### src/srte_pkg.sv
// ----------------------------------------------------------------------------
// srte_pkg: shared types and constants of the stitch record ternary encoder
// Sequencer states, digit step codes, record flag bytes and the helper
// functions for clamping, division by five and digit bit placement.
// ----------------------------------------------------------------------------
package srte_pkg;

  // Axis limits of one record (+/-121 with five balanced ternary digits)
  localparam logic signed [7:0] AXIS_MAX = 8'sd121;
  localparam logic signed [7:0] AXIS_MIN = -8'sd121;

  // Trim split and digit count
  localparam int TRIM_PARTS = 5;
  localparam int DIGITS     = 5;

  // Reciprocal of five scaled by 2^10, exact for magnitudes up to 121
  localparam int DIV5_RECIP = 205;
  localparam int DIV5_SHIFT = 10;

  // Flag bytes ORed into byte two; END_BYTE replaces byte two instead
  localparam logic [7:0] FLAG_SET  = 8'h03;
  localparam logic [7:0] FLAG_JUMP = 8'h83;
  localparam logic [7:0] FLAG_STOP = 8'hC3;
  localparam logic [7:0] END_BYTE  = 8'h8D;

  // Digit step codes, most significant digit first
  localparam logic [2:0] STEP_81 = 3'd0;
  localparam logic [2:0] STEP_27 = 3'd1;
  localparam logic [2:0] STEP_9  = 3'd2;
  localparam logic [2:0] STEP_3  = 3'd3;
  localparam logic [2:0] STEP_1  = 3'd4;

  typedef enum logic [1:0] {
    S_IDLE,
    S_PREP,
    S_DIGIT,
    S_OUT
  } srte_state_t;

  // Result of one digit step on one axis
  typedef struct packed {
    logic              pos;
    logic              neg;
    logic signed [7:0] res;
  } srte_trit_t;

  // Digit weight of a step
  function automatic logic signed [7:0] trit_weight(input logic [2:0] step);
    logic signed [7:0] w;
    unique case (step)
      STEP_81: w = 8'sd81;
      STEP_27: w = 8'sd27;
      STEP_9:  w = 8'sd9;
      STEP_3:  w = 8'sd3;
      STEP_1:  w = 8'sd1;
      default: w = 8'sd0;
    endcase
    return w;
  endfunction

  // Decision threshold of a step: half the weight, rounded down
  function automatic logic signed [7:0] trit_thresh(input logic [2:0] step);
    logic signed [7:0] t;
    unique case (step)
      STEP_81: t = 8'sd40;
      STEP_27: t = 8'sd13;
      STEP_9:  t = 8'sd4;
      STEP_3:  t = 8'sd1;
      STEP_1:  t = 8'sd0;
      default: t = AXIS_MAX;
    endcase
    return t;
  endfunction

  // Saturate one axis to the record range
  function automatic logic signed [7:0] clamp_axis(input logic signed [7:0] v);
    logic signed [7:0] r;
    if (v > AXIS_MAX) begin
      r = AXIS_MAX;
    end else if (v < AXIS_MIN) begin
      r = AXIS_MIN;
    end else begin
      r = v;
    end
    return r;
  endfunction

  function automatic logic axis_clipped(input logic signed [7:0] v);
    return (v > AXIS_MAX) || (v < AXIS_MIN);
  endfunction

  // Division by five, truncated toward zero, for |v| <= 121
  function automatic logic signed [5:0] div5(input logic signed [7:0] v);
    logic [7:0]  mag;
    logic [14:0] prod;
    logic [5:0]  q;
    mag  = v[7] ? 8'(-v) : 8'(v);
    prod = 15'(mag[6:0]) * 15'(DIV5_RECIP);
    q    = {1'b0, prod[14:DIV5_SHIFT]};
    return v[7] ? $signed(6'(-q)) : $signed(q);
  endfunction

  // Place the digit bits of one step into the 24-bit record {b2, b1, b0}
  function automatic logic [23:0] trit_mask(input logic [2:0] step,
                                            input srte_trit_t tx,
                                            input srte_trit_t ty);
    logic [7:0] b0;
    logic [7:0] b1;
    logic [7:0] b2;
    b0 = '0;
    b1 = '0;
    b2 = '0;
    unique case (step)
      STEP_81: b2 = {2'b00, ty.pos, ty.neg, tx.neg, tx.pos, 2'b00};
      STEP_27: b1 = {2'b00, ty.pos, ty.neg, tx.neg, tx.pos, 2'b00};
      STEP_9:  b0 = {2'b00, ty.pos, ty.neg, tx.neg, tx.pos, 2'b00};
      STEP_3:  b1 = {ty.pos, ty.neg, 4'b0000, tx.neg, tx.pos};
      STEP_1:  b0 = {ty.pos, ty.neg, 4'b0000, tx.neg, tx.pos};
      default: b0 = '0;
    endcase
    return {b2, b1, b0};
  endfunction

endpackage

### src/srte_if.sv
// ----------------------------------------------------------------------------
// srte_if: request channels of the stitch record ternary encoder
// srte_in_if carries one stitch move, srte_out_if one 3-byte record.
// ----------------------------------------------------------------------------
interface srte_in_if;
  logic              valid;
  logic              ready;
  logic signed [7:0] dx;
  logic signed [7:0] dy;
  logic              is_jump;
  logic              is_stop;
  logic              is_trim;
  logic              is_end;

  modport source (output valid, dx, dy, is_jump, is_stop, is_trim, is_end,
                  input ready);
  modport sink (input valid, dx, dy, is_jump, is_stop, is_trim, is_end,
                output ready);
endinterface

interface srte_out_if;
  logic       valid;
  logic       ready;
  logic [7:0] byte_zero;
  logic [7:0] byte_one;
  logic [7:0] byte_two;
  logic       last_record;
  logic       clipped;

  modport source (output valid, byte_zero, byte_one, byte_two, last_record,
                  clipped, input ready);
  modport sink (input valid, byte_zero, byte_one, byte_two, last_record,
                clipped, output ready);
endinterface

### src/stitch_record_ternary_encoder_unit.sv
// ----------------------------------------------------------------------------
// stitch_record_ternary_encoder_unit: stitch move to 3-byte record encoder
// Saturates the move, splits trims into five jumps and encodes both axes
// in balanced ternary one digit per cycle on a shared digit step unit.
// ----------------------------------------------------------------------------
// Sequence: an accepted move passes one setup state (S_PREP); each record is then
//   built in digit steps (S_DIGIT) and held in the output state until taken.
// Flow: a new move is taken only in idle, after its last record is taken;
//   each record takes five passes through the digit step unit.
// Reset: rst (synchronous) returns the sequencer to idle, no record pending.
module stitch_record_ternary_encoder_unit (
  input  logic             clk,
  input  logic             rst,
  srte_in_if.sink          moves,
  srte_out_if.source       records
);
  import srte_pkg::*;

  srte_state_t       state;
  srte_state_t       state_next;

  logic [2:0]        step;
  logic [2:0]        part;

  logic signed [7:0] cx;
  logic signed [7:0] cy;
  logic signed [5:0] px;
  logic signed [5:0] py;
  logic              clip;
  logic              f_jump;
  logic              f_stop;
  logic              f_trim;
  logic              f_end;
  logic signed [7:0] rx;
  logic signed [7:0] ry;
  logic [23:0]       rec;

  logic              load_move;
  logic              rec_done;
  logic              last;
  logic              digit_end;
  logic signed [7:0] px_ext;
  logic signed [7:0] py_ext;
  logic signed [7:0] rem_x;
  logic signed [7:0] rem_y;
  srte_trit_t        tx;
  srte_trit_t        ty;

  // Shared digit step unit, one lane per axis
  srte_trit_step u_step_x (.res(rx), .step(step), .trit(tx));
  srte_trit_step u_step_y (.res(ry), .step(step), .trit(ty));

  // Handshake and sequencing conditions
  always_comb begin
    moves.ready   = state == S_IDLE;
    records.valid = state == S_OUT;
    load_move     = moves.valid && moves.ready;
    rec_done      = records.valid && records.ready;
    last          = !f_trim || (part == 3'(TRIM_PARTS - 1));
    digit_end     = step == 3'(DIGITS - 1);
  end

  // Trim part and remainder of the last trim record
  assign px_ext = 8'(px);
  assign py_ext = 8'(py);
  assign rem_x  = cx - (px_ext <<< 2);
  assign rem_y  = cy - (py_ext <<< 2);

  // Next state
  always_comb begin
    state_next = state;
    unique case (state)
      S_IDLE:  if (load_move) state_next = S_PREP;
      S_PREP:  state_next = S_DIGIT;
      S_DIGIT: if (digit_end) state_next = S_OUT;
      S_OUT: begin
        if (rec_done) state_next = last ? S_IDLE : S_DIGIT;
      end
      default: state_next = S_IDLE;
    endcase
  end

  // Control registers
  always_ff @(posedge clk) begin
    if (rst) begin
      state <= S_IDLE;
      step  <= '0;
      part  <= '0;
    end else begin
      state <= state_next;
      priority case (state)
        S_PREP: begin
          step <= '0;
          part <= '0;
        end
        S_DIGIT: step <= step + 3'd1;
        S_OUT: begin
          if (rec_done && !last) begin
            step <= '0;
            part <= part + 3'd1;
          end
        end
        default: step <= step;
      endcase
    end
  end

  // Datapath registers
  always_ff @(posedge clk) begin
    if (load_move) begin
      cx     <= clamp_axis(moves.dx);
      cy     <= clamp_axis(moves.dy);
      clip   <= axis_clipped(moves.dx) || axis_clipped(moves.dy);
      f_jump <= moves.is_jump;
      f_stop <= moves.is_stop;
      f_trim <= moves.is_trim;
      f_end  <= moves.is_end;
    end
    priority case (state)
      S_PREP: begin
        px  <= div5(cx);
        py  <= div5(cy);
        rx  <= f_trim ? 8'(div5(cx)) : cx;
        ry  <= f_trim ? 8'(div5(cy)) : cy;
        rec <= '0;
      end
      S_DIGIT: begin
        rx  <= tx.res;
        ry  <= ty.res;
        rec <= rec | trit_mask(step, tx, ty);
      end
      S_OUT: begin
        if (rec_done && !last) begin
          rx  <= (part == 3'(TRIM_PARTS - 2)) ? rem_x : px_ext;
          ry  <= (part == 3'(TRIM_PARTS - 2)) ? rem_y : py_ext;
          rec <= '0;
        end
      end
      default: rec <= rec;
    endcase
  end

  // Record bytes with flag overlay; trim records are plain jumps
  always_comb begin
    logic [7:0] b0;
    logic [7:0] b1;
    logic [7:0] b2;
    b0 = rec[7:0];
    b1 = rec[15:8];
    b2 = rec[23:16] | FLAG_SET;
    if (f_end && !f_trim) begin
      b0 = '0;
      b1 = '0;
      b2 = END_BYTE;
    end
    if (f_jump || f_trim) b2 = b2 | FLAG_JUMP;
    if (f_stop && !f_trim) b2 = b2 | FLAG_STOP;
    records.byte_zero   = b0;
    records.byte_one    = b1;
    records.byte_two    = b2;
    records.last_record = last;
    records.clipped     = clip;
  end

`ifndef SYNTHESIS
  // A move is never taken while a record is pending
  a_no_overlap: assert property (@(posedge clk) disable iff (rst)
    !(moves.ready && records.valid))
    else $error("move accepted while a record is pending");

  // Every trim record is a jump without the stop bit
  a_trim_jump: assert property (@(posedge clk) disable iff (rst)
    (records.valid && f_trim) |-> (records.byte_two[7:6] == 2'b10))
    else $error("trim record not marked as plain jump");

  // Digit counter stays within the five digits while stepping
  a_step_range: assert property (@(posedge clk) disable iff (rst)
    (state == S_DIGIT) |-> (step <= 3'(DIGITS - 1)))
    else $error("digit step counter out of range");

  // A record appears exactly after the last digit step
  a_out_after_digits: assert property (@(posedge clk) disable iff (rst)
    (state == S_DIGIT && digit_end) |=> records.valid)
    else $error("record not presented after the last digit");
`endif

endmodule

### src/srte_trit_step.sv
// ----------------------------------------------------------------------------
// srte_trit_step: one balanced ternary digit step
// Compares the residual against half the digit weight, picks the digit
// (+1, -1 or 0) and returns the residual with that digit removed.
// ----------------------------------------------------------------------------
module srte_trit_step (
  input  logic signed [7:0]   res,
  input  logic [2:0]          step,
  output srte_pkg::srte_trit_t trit
);
  import srte_pkg::*;

  logic signed [7:0] weight;
  logic signed [7:0] thresh;

  // Weight and threshold of the current digit
  assign weight = trit_weight(step);
  assign thresh = trit_thresh(step);

  // Digit decision and residual update
  always_comb begin
    trit.pos = res > thresh;
    trit.neg = res < -thresh;
    if (trit.pos) begin
      trit.res = res - weight;
    end else if (trit.neg) begin
      trit.res = res + weight;
    end else begin
      trit.res = res;
    end
  end

endmodule
### src/flat_wrapper.sv
// flat-port wrapper written by rule: the top's interface ports become plain ports
module stitch_record_ternary_encoder_unit_flat import srte_pkg::*;
  (clk, rst, moves_valid, moves_dx, moves_dy, moves_is_jump, moves_is_stop, moves_is_trim, moves_is_end, moves_ready, records_valid, records_byte_zero, records_byte_one, records_byte_two, records_last_record, records_clipped, records_ready);
  srte_in_if moves_i ();
  srte_out_if records_i ();
  input  logic clk;
  input  logic rst;
  input wire logic [$bits(moves_i.valid)-1:0] moves_valid;
  input wire logic [$bits(moves_i.dx)-1:0] moves_dx;
  input wire logic [$bits(moves_i.dy)-1:0] moves_dy;
  input wire logic [$bits(moves_i.is_jump)-1:0] moves_is_jump;
  input wire logic [$bits(moves_i.is_stop)-1:0] moves_is_stop;
  input wire logic [$bits(moves_i.is_trim)-1:0] moves_is_trim;
  input wire logic [$bits(moves_i.is_end)-1:0] moves_is_end;
  output wire logic [$bits(moves_i.ready)-1:0] moves_ready;
  output wire logic [$bits(records_i.valid)-1:0] records_valid;
  output wire logic [$bits(records_i.byte_zero)-1:0] records_byte_zero;
  output wire logic [$bits(records_i.byte_one)-1:0] records_byte_one;
  output wire logic [$bits(records_i.byte_two)-1:0] records_byte_two;
  output wire logic [$bits(records_i.last_record)-1:0] records_last_record;
  output wire logic [$bits(records_i.clipped)-1:0] records_clipped;
  input wire logic [$bits(records_i.ready)-1:0] records_ready;
  assign moves_i.valid = moves_valid;
  assign moves_i.dx = moves_dx;
  assign moves_i.dy = moves_dy;
  assign moves_i.is_jump = moves_is_jump;
  assign moves_i.is_stop = moves_is_stop;
  assign moves_i.is_trim = moves_is_trim;
  assign moves_i.is_end = moves_is_end;
  assign moves_ready = moves_i.ready;
  assign records_valid = records_i.valid;
  assign records_byte_zero = records_i.byte_zero;
  assign records_byte_one = records_i.byte_one;
  assign records_byte_two = records_i.byte_two;
  assign records_last_record = records_i.last_record;
  assign records_clipped = records_i.clipped;
  assign records_i.ready = records_ready;
  stitch_record_ternary_encoder_unit u_core (.clk(clk), .rst(rst), .moves(moves_i), .records(records_i));
endmodule
### config.mk
export PLATFORM = sky130hd
export DESIGN_NAME = stitch_record_ternary_encoder_unit_flat
export DESIGN_NICKNAME = d
export VERILOG_FILES = /design/src/srte_pkg.sv /design/src/srte_if.sv /design/src/stitch_record_ternary_encoder_unit.sv /design/src/srte_trit_step.sv /design/src/flat_wrapper.sv
export SDC_FILE = /design/constraint.sdc
export NUM_CORES = 1
export LEC_CHECK = 0
export BUFFER_PORTS_ARGS = -buffer_cell sky130_fd_sc_hd__buf_2
export CAP_MARGIN = 25
export CORE_MARGIN = 5
export CORE_UTILIZATION = 63
export CTS_CLUSTER_DIAMETER = 100
export CTS_CLUSTER_SIZE = 10
export DETAILED_ROUTE_END_ITERATION = 8
export GPL_TIMING_DRIVEN = 0
export PLACE_DENSITY = 0.82
export SYNTH_ARGS = -nofsm -noshare
export SYNTH_HDL_FRONTEND = slang
export SYNTH_SLANG_ARGS = --single-unit
### constraint.sdc
create_clock -name clk -period 7 [get_ports clk]
set_input_delay 0.7 -clock clk [delete_from_list [all_inputs] [get_ports clk]]
set_output_delay 0.7 -clock clk [all_outputs]
set_load 0.02 [all_outputs]
==> flow_summary.ini <==
[run_status]
status = completed

[synthesis]
ys_types = 70
seq_area_frac_synth = 0.273
synth-edff-count = 69
syn-mean-instance-area_um2 = 8.83
syn_nets = 1098
yosysWarningCount = 0
synthFlopType = edfxtp_1
async_reset_ff_frac = 0
syn-cell-area_mm2 = 0.00819
ys_seq_elements = 77
synthCells = 927

[critical_path]
worst_setup_path_start_kind = flop
crit_cells = 23
required_ns = 7.09
slowest_delay_ns = 0.61
r2r_setup_slack_ns = 0.49
crit_buf_inv = 4
end_kind = flop
path_cells = inv_1, ha_1, or4b_2, o21ai_0, xor2_1, inv_1, ha_1, ha_1, fa_1, inv_1, fa_1, inv_1, ha_1, a31o_2, a22oi_1, o21ai_0, a21oi_1, xor2_1, ha_1, nor2_1, xnor3_1, mux2i_1, o21ai_0
slowest_stage = or4b_2
critPathMostFrequentCell = ha_1
r2r_end = u_core.rx[2]$_DFFE_PP_
path_class = reg -> reg
r2r_start = u_core.cx[0]$_SDFFCE_PP1P_
worstPathArrival_ns = 6.59
reg2reg_depth = 23
path_delay_family = adder cells
critPathMaxFanout = 7

[sta]
fmax_mhz = 154
maxSlewHeadroom = 0.370
final_hold_viol_count = 0
fin_tns_setup_ns = 0
final-max-slew-violation-count = 0
rsz0062_at_grt = no
worst_pin_slew_ns = 0.932
period_share = 0.930
final.min_clock_period_ns = 6.51
skew_ns = 0.0110
setup_viol = 0

[cells_and_area]
antenna_cells = 0
design_area_mm2 = 0.00898
layout_commonest_cell = ha_1
drive_above_1_share = 0.0865
final_cell_mix = 127 x ha_1, 118 x inv_1, 83 x nor2_1
layout.nets = 1160
nFillCells = 989
area_delta_synth_final_pct = 9.66

[placed_design]
gp_congestion = 0.894
dp_hpwl_um = 15100
place_area_mm2 = 0.00866
port_buffers = 49

[clocking]
cts_resized = 0
worstSkewPairLatency_ns = 0.35
cts_tree = yes
hold_buffers = 0
htreeDepth = 3
clock_path_buffers = 2
postCtsSetupBuffers = 0
numClockSinks = 77
cts.clk_slew.worst_paths_ns = 0.07
numCtsBuffers = 9
cts-root-buf = clkbuf_16

[floorplan]
num_io_pins = 52
dieWidth_um = 124
die_area_mm2 = 0.0154
core_mm2 = 0.0127
rows = 41
die_h_um = 124
initial_utilization = 0.646

[route]
vias_per_cell = 5.93
ant_nets = 0
wl_per_cell_um = 16.4
first_pass_iters = 7
first_iter_violations = 484
drcViolationCount = 0
routed_wl_um = 19100
via_count = 6909

[grt]
grt_pass1_wl_um = 32000
overflow = 0
grt_max_degree = 23
grt_pass1_vias = 6705
grt_antenna_before_repair = 1
track_usage = 0.263

[min_path]
worstHoldEndpoint = u_core.part[1]$_SDFFE_PP0P_
hold_path.class = reg -> reg
hp-start = u_core.part[1]$_SDFFE_PP0P_
holdPathStages = 2

[pwr]
vdd_drop_max_mv = 0.221
power_density_mw_per_mm2 = 368
power_mw = 3.31
leakagePower_nw = 4.12

[job]
cap_violations = 0
worst max-delay path by stage:
stage / from / to / slack (ns)
floorplan: u_core.cy[0]$_SDFFCE_PP1P_ / u_core.ry[5]$_DFFE_PP_ / 1.16
global placement: u_core.cy[0]$_SDFFCE_PP1P_ / u_core.ry[1]$_DFFE_PP_ / 0.40
detailed placement: u_core.cy[0]$_SDFFCE_PP1P_ / u_core.ry[2]$_DFFE_PP_ / 0.28
CTS: u_core.cy[0]$_SDFFCE_PP1P_ / u_core.ry[2]$_DFFE_PP_ / 0.23
global route: u_core.cx[0]$_SDFFCE_PP1P_ / u_core.rx[2]$_DFFE_PP_ / 0.06
finish: u_core.cx[0]$_SDFFCE_PP1P_ / u_core.rx[2]$_DFFE_PP_ / 0.49
cells by family (layout without fill, tap and decap cells):
logic type,after synthesis,after routing,share of synthesized area
adder cells (fa/ha/maj),147,147,0.243
AND/OR/NAND/NOR,270,270,0.163
flip-flops,77,77,0.273
other,1,1,0.000458
buffers and inverters,149,216,0.0692
AO/OA/AOI/OAI,214,214,0.172
multiplexers,23,23,0.0286
XOR/XNOR,46,46,0.0509
tightest hold or removal path, stage by stage, from the launching register on:
cell     delay [ns]
dfxtp_1        0.35
a21oi_1        0.07
nor2_1         0.07
per-stage QoR:
stage	setup WS, ns	utilization	cells	hold WS [ns]
detailed placement	0.280	0.683	1149	0.513
finish	0.492	0.709	1166	0.514
global route	0.0601	0.709	1166	0.524
CTS	0.231	0.706	1165	0.526
global placement	0.401	0.683	1148	0.505
floorplan	1.16	-	927	0.481
flip-flops by register name (all words and copies together) (netlist names):
signal and cells:
u_core.f_end 1, u_core.f_trim 1, u_core.step 3, u_core.px 6, u_core.state 2, u_core.part 3
u_core.cy 8, u_core.records.clipped 1, u_core.rx 8, u_core.ry 8, u_core.py 6, u_core.cx 8
u_core.f_jump 1, u_core.f_stop 1, u_core.rec 20
report_power, final:
part	internal, mW	switching (mW)	total [mW]
combinational	0.875	1.24	2.12
sequential	0.660	0.0656	0.725
clock	0.273	0.193	0.466
total	1.81	1.50	3.31
metal layers:
layer	wire, µm	global-route usage	part of all wire
met5	11	0	0.00058
met4	390	0.0890	0.020
met3	1130	0.0377	0.059
met2	9050	0.438	0.47
met1	8520	0.351	0.45
cells in the mapped netlist (3+ instances only):
master | n | area, µm²
nor3_1 | 13 | 65.1
nor2b_1 | 18 | 113
or3_1 | 7 | 43.8
edfxtp_1 | 69 | 2070
mux2_2 | 3 | 33.8
ha_1 | 127 | 1590
nand3_1 | 21 | 105
a2111oi_0 | 4 | 35.0
o2111ai_1 | 3 | 26.3
a31o_2 | 4 | 35.0
or4_1 | 5 | 37.5
nand2b_1 | 12 | 75.1
nor2_1 | 83 | 312
a211oi_1 | 4 | 30.0
buf_1 | 4 | 15.0
xnor2_1 | 29 | 254
a21o_1 | 11 | 82.6
inv_1 | 118 | 443
o21bai_1 | 4 | 30.0
nor3b_1 | 5 | 37.5
o21a_1 | 14 | 105
a221o_1 | 4 | 40.0
fa_1 | 20 | 400
or2_2 | 4 | 25.0
and2_1 | 26 | 163
a2111o_1 | 3 | 33.8
nor4_1 | 5 | 31.3
clkbuf_1 | 25 | 93.8
xor2_1 | 16 | 140
o21ai_0 | 51 | 255
a21boi_0 | 3 | 22.5
a21oi_1 | 67 | 335
o31ai_1 | 6 | 45.0
dfxtp_1 | 8 | 160
o211ai_1 | 8 | 60.1
and3_1 | 3 | 18.8
mux2i_1 | 20 | 200
a41o_1 | 3 | 30.0
nand4_1 | 3 | 18.8
nand2_1 | 56 | 210
final cells by class:
cell class / count / area, µm² / area share
Multi-Input combinational cell: 701 / 5400 / 0.601
Clock inverter: 7 / 66.3 / 0.00739
Sequential cell: 77 / 2230 / 0.249
Buffer: 31 / 124 / 0.0138
Timing Repair Buffer: 51 / 278 / 0.0309
Clock buffer: 9 / 225 / 0.0251
Inverter: 118 / 443 / 0.0493
Tap cell: 172 / 215 / 0.0240
(Power assumes the default switching activity.)
